<file path="config.mk">
export PLATFORM = sky130hd
export DESIGN_NAME = cbz_lerp
export DESIGN_NICKNAME = d
export VERILOG_FILES = /design/src/rtl/core/cbz_pkg.sv /design/src/rtl/core/cbz_lerp.sv
export SDC_FILE = /design/constraint.sdc
export NUM_CORES = 2
export LEC_CHECK = 0
export ABC_AREA = 1
export BUFFER_PORTS_ARGS = -buffer_cell sky130_fd_sc_hd__buf_2
export CORE_MARGIN = 8
export CORE_UTILIZATION = 45
export CTS_CLUSTER_DIAMETER = 200
export DETAILED_ROUTE_END_ITERATION = 10
export MAX_ROUTING_LAYER = met4
export SYNTH_ARGS = -nofsm -noshare
export SYNTH_HDL_FRONTEND = slang
export SYNTH_SLANG_ARGS = --single-unit
</file>
<file path="constraint.sdc">
create_clock -name clock -period 7 [get_ports clock]
set_input_delay 1.4 -clock clock [delete_from_list [all_inputs] [get_ports clock]]
set_output_delay 1.4 -clock clock [all_outputs]
set_load 0.005 [all_outputs]
</file>
<file path="src/rtl/core/cbz_pkg.sv">
`timescale 1ns / 1ps
`default_nettype none
// ----------------------------------------------------------------------------
// cbz_pkg
// shared types and constants of the cubic bezier evaluate / split pipeline
// ----------------------------------------------------------------------------
package cbz_pkg;

   localparam int COORD_W       = 32;
   localparam int CBZ_FRAC_BITS = 16;
   localparam int SPLIT_LEFT    = 6;

   localparam logic MODE_EVAL  = 1'b0;
   localparam logic MODE_SPLIT = 1'b1;

   typedef logic signed [COORD_W-1:0] coord_type;

   typedef struct packed {
      coord_type x;
      coord_type y;
   } point_type;

   typedef struct packed {
      point_type p0;
      point_type p1;
      point_type p2;
      point_type p3;
   } seg_type;

   typedef struct packed {
      logic      mode;
      logic      zs;
      seg_type   seg;
      point_type q01;
      point_type q12;
      point_type q23;
      point_type r0;
      point_type r1;
      point_type s;
   } carry_type;

endpackage
`default_nettype wire

</file>
<file path="src/rtl/core/cbz_lerp.sv">
`timescale 1ns / 1ps
`default_nettype none
// ----------------------------------------------------------------------------
// cbz_lerp
// a + round((b - a) * t), three register stages: difference, product, sum
// ----------------------------------------------------------------------------
module cbz_lerp
   import cbz_pkg::*;
#(
   parameter int FRAC_BITS = CBZ_FRAC_BITS
) (
   input  wire logic               clock,
   input  wire coord_type          a,
   input  wire coord_type          b,
   input  wire logic [FRAC_BITS:0] t,
   output coord_type               r
);

   localparam int PW = COORD_W + FRAC_BITS + 3;

   logic signed [COORD_W:0] d_in;
   logic signed [COORD_W:0] d_ff;
   coord_type               a1_ff;
   logic [FRAC_BITS:0]      t1_ff;
   logic signed [PW-1:0]    prod_in;
   logic signed [PW-1:0]    prod_ff;
   coord_type               a2_ff;
   logic signed [PW-1:0]    half;
   logic signed [PW-1:0]    sum;
   logic signed [PW-1:0]    sh;
   coord_type               r_in;
   coord_type               r_ff;

   always_comb begin
      d_in    = $signed({b[COORD_W-1], b}) - $signed({a[COORD_W-1], a});
      prod_in = d_ff * $signed({1'b0, t1_ff});
      half    = PW'(1) << (FRAC_BITS - 1);
      sum     = prod_ff + half;
      sh      = sum >>> FRAC_BITS;
      r_in    = a2_ff + $signed(sh[COORD_W-1:0]);
   end

   always_ff @(posedge clock) begin
      d_ff    <= d_in;
      a1_ff   <= a;
      t1_ff   <= t;
      prod_ff <= prod_in;
      a2_ff   <= a1_ff;
      r_ff    <= r_in;
   end

   assign r = r_ff;

endmodule
`default_nettype wire

</file>
==> key figures <==
Drt
  – First-pass DRT Iterations: 7
  – Routed len/inst: 17.32 µm
  – Vias/cell: 4.827
  – Total number of vias: 23580
  – DRT iter0 DRCs: 1459
  – Routed wire length: 84.61 mm
  – Remaining DRCs: 0
  – DRT antenna net count: 0

Synthesis
  – Register area share after synthesis: 12.36%
  – Synthesized area per cell: 7.337 µm²
  – Syn Nets: 4723
  – Netlist cell types: 41
  – Register bit total from synthesis: 179
  – Share of the synthesized area in the top cell type: 35.64%
  – Synth Instances: 3951
  – Dominant cell type by area after synthesis: fa_1
  – Post-Syn Area: 0.02899 mm²
  – Synth top area cells: fa_1, inv_1, nand2_1
  – YS warnings: 0

Clock network
  – Clock Path Buffers: 2
  – Sink Count: 179
  – CTS tree: done
  – Num CTS Buffers: 17
  – # Post-CTS Setup Buffers: 0
  – Post-cts sizing count: 0
  – H-Tree Depth: 4
  – Hold buffers post-CTS: 0
  – Clk slew on worst S/H paths: 0.10 ns
  – Root buffer cell: clkbuf_16
  – Worst skew pair latency: 0.51 ns

Finish
  – Multi-input logic area: 0.02057 mm²
  – Fillers: 6485
  – Register area: 0.003583 mm²
  – Layout cells sized above 1: 6.031%
  – Fin nets: 4788
  – Synth-to-Final Area Change: 7.929%

Critical path
  – Slowest stage delay, CP: 0.77 ns
  – Crit. End Element: register
  – Critical Path AT: 6.84 ns
  – R2R Setup Slk: 0.51 ns
  – Critical R2R Capture: prod_ff[30]
  – Largest delay share family, worst path: adder cells
  – Crit path max-delay cell type: dfxtp_1
  – CP cell instances: buf_4 -> nand2_1 -> fa_1 -> inv_1 -> fa_1 -> fa_1 -> fa_1 -> fa_1 -> inv_1 -> fa_1 -> inv_1 -> ha_1 -> a21oi_1 -> o21ai_0 -> inv_1 -> nand2_1 -> nand2_1 -> nand2_1 -> inv_1 -> nand2_1 -> xor2_1
  – Setup Crit Path Kind: register to register
  – Most frequent CP cell: fa_1
  – Startpoint types: register
  – Reg2reg path depth: 21
  – CP Max Fanout: 15
  – Crit path buf inv count: 6
  – Req. time, crit path: 7.35 ns
  – Reg2reg start: t1_ff[9]

STA
  – Tcrit/Tclk final: 92.73%
  – Total negative slack: 0 ns
  – Final Setup Violations: 0
  – Fmax: 154.0 MHz
  – Final slew viol count: 0
  – Clock skew: 0.03895 ns
  – Tightest Pin Transition: 0.8949 ns
  – RSZ-0062 raised after global routing: false
  – Shortest period the worst path allows: 6.491 ns
  – Final Hold Viols: 0
  – Max-slew headroom: 40.26%
  – Hold_ws: 0.3199 ns

Floorplanning
  – Die ar.: 0.07279 mm²
  – Core area: 0.06412 mm²
  – Row Count: 93
  – # IOs: 114
  – Die Y: 269.8 µm
  – Initial Util: 45.21%
  – Die width: 269.8 µm

Status
  – Status: complete, no violations

GRT
  – Tot GR Track Use: 24.43%
  – Vias in the first global route: 24570
  – Largest net degree at the start of global routing: 34
  – First-pass GRT wire length: 135.6 mm
  – Initial antenna violation count: 1
  – Gr ovfl total: 0

Hold path
  – Hold Path Depth: 0
  – Hold Path End: a2_ff[1]
  – Min-Delay Startpoint: a1_ff[1]
  – Hold Path Class: register to register

Placed design
  – RD Place Congestion: 1.009
  – Port Buffers: 113
  – Post-detail-place hpwl: 72.70 mm

Job
  – Maxcap violations: 0
## area by class of cell
type                       count  share of cell area (%)
sequential                   179                   11.45
timing repair buffer         176                   3.439
tap                          855                   3.419
multi-input combinational   2484                   65.74
clock inverter                15                  0.6839
inverter                    1158                   13.89
clock buffer                  17                   1.360
antenna                        1                0.007999
## state kept, by name, summed over array words and instances, names as in the netlist
name and count:
d_ff 33, prod_ff 33, a1_ff 32, a2_ff 32
r 32, t1_ff 17
## cells by family (layout without fill, tap and decap cells)
kind of cell	Yosys count	count (layout)	synth area share, %
xor gates and xnor gates	93	93	2.810
buffers and inverters	1288	1366	16.68
AOI/OAI and AO/OA	228	228	4.528
adders and majority gates	690	690	43.15
DFF	179	179	12.36
other	0	1	0
and+or+nand+nor	1473	1473	20.47
## worst reg2reg max path: cells and delay by family (launching register included)
family / cells / cell delay (ns)
DFF: 1 / 0.77
AOI/OAI and AO/OA: 2 / 0.45
adders and majority gates: 7 / 3.48
xor gates and xnor gates: 1 / 0.36
buffers and inverters: 6 / 0.69
and+or+nand+nor: 5 / 0.59
## Yosys cell counts, drive strengths merged
library cell  instances
a21boi                7
nor3b                 3
ha                  174
nor4                  9
and2                  2
o21bai               20
nand3               104
nor3                 25
a21oi               112
or2                   1
dfxtp               179
nand3b                4
nand2              1106
xor2                 76
xnor2                17
a31oi                 4
inv                1158
a21o                 17
o21a                  4
o21ai                57
and3                  4
nor2                191
fa                  516
buf                   1
o311ai                1
clkbuf              129
nand4                24
o211ai                6
## worst max-delay path by stage
stage                     startpoint     endpoint  slack, ns  depth (start not counted)
after global placement      t1_ff[9]  prod_ff[30]       0.73                         21
after floorplan             d_ff[32]  prod_ff[47]       1.40                         24
after CTS                   t1_ff[9]  prod_ff[33]       0.66                         22
after detailed placement    t1_ff[9]  prod_ff[33]       0.68                         22
after global routing        t1_ff[9]  prod_ff[33]       0.29                         22
final                       t1_ff[9]  prod_ff[30]       0.51                         21
## layer usage
layer	vias to the layer above	GRT usage (%)	wire, µm
li1	11400	-	-
met1	11420	31.25	37290
met2	648	40.03	40220
met3	114	3.514	4446
met4	0	7.649	2645
met5	-	-	0
## per-stage QoR
| stage | std cells | utilization, % | instance area, µm² | setup slack (ns) |
|---|---|---|---|---|
| finish | 4885 | 48.80 | 31290 | 0.5086 |
| global route | 4885 | 48.80 | 31290 | 0.2940 |
| CTS | 4884 | 48.79 | 31280 | 0.6642 |
| detailed placement | 4852 | 47.79 | 30640 | 0.6829 |
| global placement | 4852 | 47.79 | 30640 | 0.7286 |
| floorplan | 3951 | - | 28990 | 1.399 |
## placed cells by master (no fill, tap or decap), types with 50 or more instances in the layout
master	n
inv_1	1155
nand2_1	1099
fa_1	516
nor2_1	184
dfxtp_1	179
ha_1	174
buf_2	113
a21oi_1	111
nand3_1	100
xor2_1	76
buf_4	60
o21ai_0	50
Power is left out: the tool's default activity adds up to more than one toggle a clock period on the data nets, which glitch-free logic cannot reach.
